## config.mk

```make
export PLATFORM = sky130hd
export DESIGN_NAME = utf8_stream_validate_count_top
export DESIGN_NICKNAME = d
export VERILOG_FILES = /design/src/sv/utf8vc_pkg.sv /design/src/sv/utf8vc_fifo.sv /design/src/sv/utf8vc_front.sv /design/src/sv/utf8vc_back.sv /design/src/sv/utf8_stream_validate_count_top.sv
export SDC_FILE = /design/constraint.sdc
export NUM_CORES = 1
export LEC_CHECK = 0
export BUFFER_PORTS_ARGS = -buffer_cell sky130_fd_sc_hd__buf_2
export CORE_ASPECT_RATIO = 1.2
export CORE_UTILIZATION = 54
export DETAILED_ROUTE_END_ITERATION = 16
export GPL_ROUTABILITY_DRIVEN = 0
export PLACE_DENSITY = 0.76
export SLEW_MARGIN = 20
export SYNTH_ARGS = -nofsm -noshare
export SYNTH_HDL_FRONTEND = slang
export SYNTH_SLANG_ARGS = --single-unit
```

## constraint.sdc

```tcl
create_clock -name clk -period 3.5 [get_ports clk]
set_input_delay 0.175 -clock clk [delete_from_list [all_inputs] [get_ports clk]]
set_output_delay 0.175 -clock clk [all_outputs]
set_load 0.02 [all_outputs]
```

## src/sv/utf8vc_pkg.sv

```systemverilog
// ----------------------------------------------------------------------------
// utf8vc_pkg
// Types and helpers shared by the UTF-8 stream validate/count block.
// ----------------------------------------------------------------------------
package utf8vc_pkg;

  localparam logic [7:0] LEAD_MASK = 8'hF8;
  localparam logic [7:0] ASCII_MAX = 8'h7F;
  localparam logic [7:0] LEAD2_LO  = 8'hC0;
  localparam logic [7:0] LEAD3_LO  = 8'hE0;
  localparam logic [7:0] LEAD4_LO  = 8'hF0;
  localparam logic [7:0] CONT_MASK = 8'hC0;
  localparam logic [7:0] CONT_TAG  = 8'h80;

  // one input word
  typedef struct packed {
    logic [7:0] byte_in;
    logic       last_byte;
  } utf8vc_in_t;

  // one result word
  typedef struct packed {
    logic        char_done;
    logic [31:0] char_word;
    logic [2:0]  char_length;
    logic        string_end;
    logic        string_ok;
    logic [15:0] char_total;
  } utf8vc_out_t;

  // classified byte handed from front to back
  typedef struct packed {
    logic [7:0] byte_val;
    logic       last;
    logic [2:0] lead_len;   // 0: not a valid lead byte
    logic       is_cont;    // matches 10xxxxxx
  } utf8vc_cls_t;

  function automatic logic [2:0] lead_length(input logic [7:0] b);
    logic [7:0] top;
    top = b & LEAD_MASK;
    if (top <= ASCII_MAX) begin
      lead_length = 3'd1;
    end else if (top >= LEAD2_LO && top < LEAD3_LO) begin
      lead_length = 3'd2;
    end else if (top >= LEAD3_LO && top < LEAD4_LO) begin
      lead_length = 3'd3;
    end else if (top >= LEAD4_LO && top < LEAD_MASK) begin
      lead_length = 3'd4;
    end else begin
      lead_length = 3'd0;
    end
  endfunction

endpackage

```

## src/sv/utf8vc_fifo.sv

```systemverilog
// ----------------------------------------------------------------------------
// utf8vc_fifo
// Small register queue with count-based full/empty flags.
// ----------------------------------------------------------------------------
module utf8vc_fifo #(
  parameter int  DEPTH = 2,
  parameter type item_t = logic [7:0]
) (
  input  logic  clk,
  input  logic  rst_n,
  input  logic  push,
  input  item_t wr_data,
  output logic  full,
  input  logic  pop,
  output item_t rd_data,
  output logic  empty
);

  localparam int AW = (DEPTH > 1) ? $clog2(DEPTH) : 1;
  localparam int CW = $clog2(DEPTH + 1);
  localparam logic [AW-1:0] LAST_IDX = AW'(DEPTH - 1);
  localparam logic [CW-1:0] FULL_CNT = CW'(DEPTH);

  item_t         mem_r [DEPTH];
  logic [AW-1:0] wr_ptr_r, wr_ptr_nxt;
  logic [AW-1:0] rd_ptr_r, rd_ptr_nxt;
  logic [CW-1:0] count_r, count_nxt;
  logic          do_push, do_pop;

  assign full    = (count_r == FULL_CNT);
  assign empty   = (count_r == '0);
  assign do_push = push && !full;
  assign do_pop  = pop && !empty;
  assign rd_data = mem_r[rd_ptr_r];

  always_comb begin
    wr_ptr_nxt = wr_ptr_r;
    rd_ptr_nxt = rd_ptr_r;
    count_nxt  = count_r;
    if (do_push) begin
      wr_ptr_nxt = (wr_ptr_r == LAST_IDX) ? '0 : wr_ptr_r + AW'(1);
    end
    if (do_pop) begin
      rd_ptr_nxt = (rd_ptr_r == LAST_IDX) ? '0 : rd_ptr_r + AW'(1);
    end
    if (do_push && !do_pop) begin
      count_nxt = count_r + CW'(1);
    end else if (do_pop && !do_push) begin
      count_nxt = count_r - CW'(1);
    end
  end

  always_ff @(posedge clk) begin
    if (!rst_n) begin
      wr_ptr_r <= '0;
      rd_ptr_r <= '0;
      count_r  <= '0;
    end else begin
      wr_ptr_r <= wr_ptr_nxt;
      rd_ptr_r <= rd_ptr_nxt;
      count_r  <= count_nxt;
    end
  end

  always_ff @(posedge clk) begin
    if (do_push) begin
      mem_r[wr_ptr_r] <= wr_data;
    end
  end

`ifndef SYNTHESIS
  a_count_bound: assert property (@(posedge clk) disable iff (!rst_n)
    count_r <= FULL_CNT)
    else $error("fifo count above depth");
  a_push_grows: assert property (@(posedge clk) disable iff (!rst_n)
    (do_push && !do_pop) |=> count_r == $past(count_r) + CW'(1))
    else $error("fifo push did not add a word");
  a_pop_shrinks: assert property (@(posedge clk) disable iff (!rst_n)
    (do_pop && !do_push) |=> count_r == $past(count_r) - CW'(1))
    else $error("fifo pop did not remove a word");
`endif

endmodule

```

## src/sv/utf8vc_front.sv

```systemverilog
// ----------------------------------------------------------------------------
// utf8vc_front
// Accepts input words and classifies each byte for the back end.
// ----------------------------------------------------------------------------
module utf8vc_front
  import utf8vc_pkg::*;
(
  input  logic        in_push,
  input  utf8vc_in_t  in_data,
  output logic        in_full,
  input  logic        q_full,
  output logic        q_push,
  output utf8vc_cls_t q_data
);

  assign in_full = q_full;
  assign q_push  = in_push;

  always_comb begin
    q_data.byte_val = in_data.byte_in;
    q_data.last     = in_data.last_byte;
    q_data.lead_len = lead_length(in_data.byte_in);
    q_data.is_cont  = ((in_data.byte_in & CONT_MASK) == CONT_TAG);
  end

endmodule

```

## src/sv/utf8vc_back.sv

```systemverilog
// ----------------------------------------------------------------------------
// utf8vc_back
// Tracks the character in progress, error flag and count; builds results.
// ----------------------------------------------------------------------------
module utf8vc_back
  import utf8vc_pkg::*;
#(
  parameter int COUNT_WIDTH = 16
) (
  input  logic        clk,
  input  logic        rst_n,
  input  utf8vc_cls_t q_data,
  input  logic        q_empty,
  output logic        q_pop,
  input  logic        r_full,
  output logic        r_push,
  output utf8vc_out_t r_data
);

  logic [1:0]             bytes_left_r, bytes_left_step, bytes_left_nxt;
  logic [2:0]             char_size_r, char_size_step, char_size_nxt;
  logic [31:0]            partial_r, partial_step, partial_nxt;
  logic [1:0]             byte_pos_r, byte_pos_step, byte_pos_nxt;
  logic [COUNT_WIDTH-1:0] count_r, count_step, count_nxt;
  logic                   err_r, err_step, err_nxt;
  logic                   proc;
  logic                   done;
  logic [31:0]            word;
  logic [2:0]             len;
  logic [31:0]            lane;
  logic [31:0]            cnt_ext;

  assign proc   = !q_empty && !r_full;
  assign q_pop  = proc;
  assign r_push = proc;

  // place the continuation byte in its lane
  always_comb begin
    lane = '0;
    unique case (byte_pos_r)
      2'd0: lane[7:0]   = q_data.byte_val;
      2'd1: lane[15:8]  = q_data.byte_val;
      2'd2: lane[23:16] = q_data.byte_val;
      2'd3: lane[31:24] = q_data.byte_val;
    endcase
  end

  always_comb begin
    bytes_left_step = bytes_left_r;
    char_size_step  = char_size_r;
    partial_step    = partial_r;
    byte_pos_step   = byte_pos_r;
    count_step      = count_r;
    err_step        = err_r;
    done            = 1'b0;
    word            = '0;
    len             = '0;
    if (!err_r) begin
      if (bytes_left_r == 2'd0) begin
        if (q_data.lead_len == 3'd0) begin
          err_step = 1'b1;
        end else if (q_data.lead_len == 3'd1) begin
          done = 1'b1;
          word = {24'b0, q_data.byte_val};
          len  = 3'd1;
          if (count_r != '1) count_step = count_r + COUNT_WIDTH'(1);
        end else begin
          partial_step    = {24'b0, q_data.byte_val};
          char_size_step  = q_data.lead_len;
          bytes_left_step = 2'(q_data.lead_len - 3'd1);
          byte_pos_step   = 2'd1;
        end
      end else if (!q_data.is_cont) begin
        err_step = 1'b1;
      end else begin
        partial_step    = partial_r | lane;
        byte_pos_step   = byte_pos_r + 2'd1;
        bytes_left_step = bytes_left_r - 2'd1;
        if (bytes_left_step == 2'd0) begin
          done = 1'b1;
          word = partial_step;
          len  = char_size_r;
          if (count_r != '1) count_step = count_r + COUNT_WIDTH'(1);
        end
      end
      // character cut short by end of string
      if (q_data.last && bytes_left_step != 2'd0) err_step = 1'b1;
    end
  end

  assign cnt_ext = 32'(count_step);

  always_comb begin
    r_data.char_done   = done;
    r_data.char_word   = word;
    r_data.char_length = len;
    r_data.string_end  = q_data.last;
    r_data.string_ok   = !err_step;
    r_data.char_total  = cnt_ext[15:0];
  end

  // re-arm after the last byte
  always_comb begin
    if (q_data.last) begin
      bytes_left_nxt = '0;
      char_size_nxt  = '0;
      partial_nxt    = '0;
      byte_pos_nxt   = '0;
      count_nxt      = '0;
      err_nxt        = 1'b0;
    end else begin
      bytes_left_nxt = bytes_left_step;
      char_size_nxt  = char_size_step;
      partial_nxt    = partial_step;
      byte_pos_nxt   = byte_pos_step;
      count_nxt      = count_step;
      err_nxt        = err_step;
    end
  end

  always_ff @(posedge clk) begin
    if (!rst_n) begin
      bytes_left_r <= '0;
      char_size_r  <= '0;
      partial_r    <= '0;
      byte_pos_r   <= '0;
      count_r      <= '0;
      err_r        <= 1'b0;
    end else if (proc) begin
      bytes_left_r <= bytes_left_nxt;
      char_size_r  <= char_size_nxt;
      partial_r    <= partial_nxt;
      byte_pos_r   <= byte_pos_nxt;
      count_r      <= count_nxt;
      err_r        <= err_nxt;
    end
  end

`ifndef SYNTHESIS
  a_len_matches_done: assert property (@(posedge clk) disable iff (!rst_n)
    r_push |-> (r_data.char_done == (r_data.char_length != 3'd0)))
    else $error("char_length and char_done disagree");
  a_rearm: assert property (@(posedge clk) disable iff (!rst_n)
    (proc && q_data.last) |=> (bytes_left_r == 2'd0 && count_r == '0 && !err_r))
    else $error("state not cleared after last byte");
  a_count_holds_on_err: assert property (@(posedge clk) disable iff (!rst_n)
    (proc && err_r && !q_data.last) |=> (count_r == $past(count_r) && err_r))
    else $error("count moved after an error");
  a_done_ok: assert property (@(posedge clk) disable iff (!rst_n)
    (r_push && r_data.char_done) |-> !err_r)
    else $error("character completed after an error");
`endif

endmodule

```

## src/sv/utf8_stream_validate_count_top.sv

```systemverilog
// ----------------------------------------------------------------------------
// utf8_stream_validate_count_top
// UTF-8 byte stream validator and character counter.
//
//   channel  direction  handshake          payload
//   in_      input      in_push / in_full   utf8vc_in_t  (byte_in, last_byte)
//   out_     output     out_empty / out_pop utf8vc_out_t (one result per byte)
//
// One byte per cycle sustained while out_pop keeps up; each result is registered
// in the result queue after its byte is taken from the front queue.
// The rate is set by the back end's state update, done once per byte.
// Reset (rst_n low, synchronous) empties both queues and clears all state.
// A stalled out_pop fills the result queue, then the front queue, then raises
// in_full; each side stalls on its own.
// ----------------------------------------------------------------------------
module utf8_stream_validate_count_top
  import utf8vc_pkg::*;
#(
  parameter int COUNT_WIDTH = 16
) (
  input  logic        clk,
  input  logic        rst_n,
  input  logic        in_push,
  input  utf8vc_in_t  in_data,
  output logic        in_full,
  output logic        out_empty,
  input  logic        out_pop,
  output utf8vc_out_t out_data
);

  localparam int QDEPTH = 2;

  logic        cq_push, cq_full, cq_pop, cq_empty;
  utf8vc_cls_t cq_wr, cq_rd;
  logic        rq_push, rq_full;
  utf8vc_out_t rq_wr;

  utf8vc_front u_front (
    .in_push (in_push),
    .in_data (in_data),
    .in_full (in_full),
    .q_full  (cq_full),
    .q_push  (cq_push),
    .q_data  (cq_wr)
  );

  utf8vc_fifo #(
    .DEPTH  (QDEPTH),
    .item_t (utf8vc_cls_t)
  ) u_cls_q (
    .clk     (clk),
    .rst_n   (rst_n),
    .push    (cq_push),
    .wr_data (cq_wr),
    .full    (cq_full),
    .pop     (cq_pop),
    .rd_data (cq_rd),
    .empty   (cq_empty)
  );

  utf8vc_back #(
    .COUNT_WIDTH (COUNT_WIDTH)
  ) u_back (
    .clk     (clk),
    .rst_n   (rst_n),
    .q_data  (cq_rd),
    .q_empty (cq_empty),
    .q_pop   (cq_pop),
    .r_full  (rq_full),
    .r_push  (rq_push),
    .r_data  (rq_wr)
  );

  utf8vc_fifo #(
    .DEPTH  (QDEPTH),
    .item_t (utf8vc_out_t)
  ) u_res_q (
    .clk     (clk),
    .rst_n   (rst_n),
    .push    (rq_push),
    .wr_data (rq_wr),
    .full    (rq_full),
    .pop     (out_pop),
    .rd_data (out_data),
    .empty   (out_empty)
  );

endmodule

```

==> results_tabular.tex <==
\begin{tabular}{lr}
\hline
Metric & Value \\
\hline
\multicolumn{2}{l}{\textbf{GRT}} \\
\quad Vias in the first global route & 5,670 \\
\quad First-pass GRT wire length & 27,760 um \\
\quad Antenna violations before repair & 0 \\
\quad Remaining global-route overflow & 0 \\
\quad Largest net degree at the start of global routing & 52 \\
\quad Global-route usage over all layers & 22.15\% \\
\multicolumn{2}{l}{\textbf{Clocking}} \\
\quad Root Driver & clkbuf\_16 \\
\quad Number of buffers inserted by hold repair at cts & 9 \\
\quad Worst-path clk slew & 0.07 ns \\
\quad Inserted Clock Buffers & 17 \\
\quad Quantity of gates resized following cts & 0 \\
\quad Setup Fix Bufs, Post-CTS & 0 \\
\quad Number of levels in the clock H-tree & 4 \\
\quad Source-to-sink clock delay at the later pin of the worst-skew pair & 0.43 ns \\
\quad Longest Clk Path Bufs & 2 \\
\quad Number of clock sinks seen by CTS & 200 \\
\quad TritonCTS clock tree & done \\
\multicolumn{2}{l}{\textbf{STA}} \\
\quad Setup tns final & 0 ns \\
\quad Final worst-path cycle share & 83.81\% \\
\quad Max-slew violation total from the final report & 0 \\
\quad Count of final hold-check violations & 0 \\
\quad Setup violations, final & 0 \\
\quad Final worst clock skew & 0.007211 ns \\
\quad Max\_slew headroom & 47.14\% \\
\quad Minimum clock period & 2.933 ns \\
\quad Setup repair after global routing missed its margin & false \\
\quad Worst-Margin Slew & 0.7910 ns \\
\quad Achievable clock frequency & 340.9 MHz \\
\multicolumn{2}{l}{\textbf{Power and ir drop}} \\
\quad Sum of internal, switching and leakage power & 8.242 mW \\
\quad P\_leak & 3.451 nW \\
\quad Switching share of power & 36.04\% \\
\quad Clock power frac & 22.8\% \\
\quad Combinational share of power & 35.8\% \\
\quad Switching power of the nets & 2.970 mW \\
\quad Maximum vdd ir drop & 514.5 uV \\
\quad Cell Pwr Density & 845.9 nW/um\^{}2 \\
\quad Internal cell power & 5.272 mW \\
\quad Proportion of power drawn by flip-flops and latches & 41.4\% \\
\multicolumn{2}{l}{\textbf{Synth}} \\
\quad Synth Register Bits & 200 \\
\quad Combined area of all synthesized cells & 8519 um\^{}2 \\
\quad Number of distinct library cell variants in the gate-level netlist after synthesis & 65 \\
\quad Ys flop type & edfxtp\_1 \\
\quad Net Count, Synth & 710 \\
\quad Post-synthesis async set-or-reset flop share & 0\% \\
\quad Proportion of synthesized chip area in sequential cells & 62.74\% \\
\quad Mapped Cells & 686 \\
\quad Count of flip-flops with a built-in enable after synthesis & 134 \\
\quad Synthesis warning total & 0 \\
\quad Mean instance size in the synthesized netlist & 12.42 um\^{}2 \\
\multicolumn{2}{l}{\textbf{Finish}} \\
\quad Layout cell share with drive strength beyond 1 & 25.19\% \\
\quad Antenna Diode Count & 0 \\
\quad Number of nets at the end of the flow & 781 \\
\quad Area added between synthesis and finish & 14.36\% \\
\quad Fillers & 1,208 \\
\multicolumn{2}{l}{\textbf{Drt}} \\
\quad Via count & 5,758 \\
\quad Drt first pass iters & 6 \\
\quad Per-cell via count in the routed design & 5.912 \\
\quad Routed wire length & 17,270 um \\
\quad Iteration-0 DRC count of the detailed router & 459 \\
\quad ANT nets after route & 0 \\
\quad Final routed DRC violation total & 0 \\
\quad Wire length per cell & 17.73 um \\
\multicolumn{2}{l}{\textbf{Floorplanning}} \\
\quad Count of pins on the block boundary & 69 \\
\quad Starting Density & 56.03\% \\
\quad Number of placement rows & 49 \\
\quad Placeable core region & 15,200 um\^{}2 \\
\quad Y dimension of the die & 139.6 um \\
\quad Die width & 116.7 um \\
\quad Die Outline Area & 16,290 um\^{}2 \\
\multicolumn{2}{l}{\textbf{Worst setup path}} \\
\quad Critical setup path kind & register to register \\
\quad Delay of the slowest cell on the worst path & 0.60 ns \\
\quad Setup slack on the worst flop-to-flop path & 0.57 ns \\
\quad Series of cell instances along the critical path & buf\_4 -> mux2i\_1 -> inv\_1 -> ha\_1 -> nor2\_1 -> o211a\_1 -> o21ai\_1 -> buf\_4 -> nand2\_1 -> nor2\_1 \\
\quad Critical Path Source Type & register \\
\quad Data arrival time of the critical path & 3.21 ns \\
\quad Crit path max-delay cell type & nand2\_1 \\
\quad Kind of end point of the critical path & register \\
\quad Data required time of the critical path & 3.78 ns \\
\quad Crit-path max FO & 24 \\
\multicolumn{2}{l}{\textbf{Status}} \\
\quad Run status & finished clean \\
\multicolumn{2}{l}{\textbf{Place}} \\
\quad Input/output buffers & 68 \\
\quad Detailed-placement wirelength estimate & 11,160 um \\
\multicolumn{2}{l}{\textbf{Min path}} \\
\quad Kind of path behind the tightest hold check & input port to register \\
\multicolumn{2}{l}{\textbf{Job}} \\
\quad Max-Cap Viols & 0 \\
\hline
\end{tabular}
## worst paths after layout
kind                          from                    end  cells after the start
max reg2reg               register   u_back.partial_r[26]                     10
max                       register   u_back.partial_r[26]                     10
min                        in_push       u_cls_q.wr_ptr_r                      4
min reg2reg  u_back.char_size_r[2]  u_back.char_size_r[2]                      2
## through the flow
stage	util, %	worst slack (ns)	area [um^2]	std cells	hold slack [ns]
2_1_floorplan	-	0.5895	8524	686	0.2739
6_report	64.08	0.5668	9743	974	0.1615
5_1_grt	64.08	0.3629	9743	974	0.1857
3_5_place_dp	59.71	0.6458	9079	933	0.3711
3_3_place_gp	59.71	0.8446	9079	933	0.3663
4_1_cts	64.06	0.6139	9741	974	0.1249
## cell families (layout without fill, tap and decap cells)
| family | Yosys count | after routing | share of synthesized area [%] |
|---|---|---|---|
| DFF | 200 | 200 | 62.74 |
| and+or+nand+nor | 189 | 189 | 10.56 |
| AOI/OAI and AO/OA | 136 | 136 | 10.79 |
| muxes | 72 | 72 | 9.561 |
| buffers and inverters | 60 | 144 | 2.878 |
| xor gates and xnor gates | 18 | 18 | 1.850 |
| adders and majority gates | 11 | 11 | 1.615 |
## power by group through the flow
stage	combinational (mW)	clock (mW)	sequential (mW)
global placement	2.84	0	3.42
detailed placement	2.93	0	3.47
CTS	2.96	1.90	3.42
finish	2.95	1.88	3.41
global route	3.18	1.98	3.47
floorplan	2.13	0	3.38
## cell usage after synthesis, types with 5 or more instances
master | count | area, um^2
ha_1 | 11 | 137.6
o21ai_0 | 9 | 45.04
nor2_1 | 99 | 371.6
edfxtp_1 | 134 | 4024
buf_2 | 9 | 45.04
nand2_1 | 26 | 97.59
xor2_1 | 7 | 61.31
a211oi_1 | 6 | 45.04
xnor2_1 | 11 | 96.34
nor3_1 | 8 | 40.04
nand3_1 | 13 | 65.06
nand4_1 | 9 | 56.30
mux2i_1 | 6 | 60.06
a21oi_1 | 61 | 305.3
and3_1 | 6 | 37.54
a22oi_1 | 16 | 120.1
and4_1 | 6 | 52.55
a31oi_1 | 5 | 31.28
dfxtp_1 | 66 | 1321
inv_1 | 21 | 78.83
clkbuf_1 | 23 | 86.33
mux2_2 | 65 | 732.0
## cell type report
type                       count  area [um^2]  share of cell area, %
sequential                   200         5346                  54.87
multi-input combinational    426         2947                  30.24
clock buffer                  20        456.7                  4.687
inverter                      22        82.58                 0.8476
timing repair buffer          90        540.5                  5.548
tap                          204        255.2                  2.620
clock inverter                12        115.1                  1.181
## layout by cell type, fill, tap and decap left out, drive strengths merged, types with 10 or more instances in the layout
cell / synthesis / routed
a21oi: 61 / 61
a22oi: 16 / 16
buf: 14 / 81
clkbuf: 24 / 20
dfxtp: 66 / 66
edfxtp: 134 / 134
ha: 11 / 11
inv: 22 / 25
mux2: 65 / 65
nand2: 26 / 26
nand3: 13 / 13
nand4: 10 / 10
nor2: 99 / 99
o21ai: 10 / 10
xnor2: 11 / 11
## metal layers
metal	GRT usage (%)	up-vias	routed length, um
met5	0	-	0
met4	9.460	0	374
met3	3.659	35	785
met2	36.59	231	8692
met1	28.66	2813	7421
li1	-	2679	-
## critical path: cells and delay by family, from the launching register on
| family | cells | cell delay, ns |
|---|---|---|
| AND/OR/NAND/NOR | 3 | 0.90 |
| flip-flops | 1 | 0.42 |
| AO/OA/AOI/OAI | 2 | 0.26 |
| multiplexers | 1 | 0.34 |
| adder cells (fa/ha/maj) | 1 | 0.26 |
| buffers and inverters | 3 | 0.59 |
## state kept, by name (all words and copies together) (netlist names), named ones only
register,count
u_res_q.mem_r,108
u_back.partial_r,32
u_cls_q.mem_r,26
u_back.count_r,16
u_back.char_size_r,3
u_back.byte_pos_r,2
u_back.bytes_left_r,2
u_cls_q.count_r,2
u_res_q.count_r,2
u_back.err_r,1
u_cls_q.rd_ptr_r,1
u_cls_q.wr_ptr_r,1
u_res_q.rd_ptr_r,1
u_res_q.wr_ptr_r,1
Note: power is estimated with default switching activity, not from simulation.
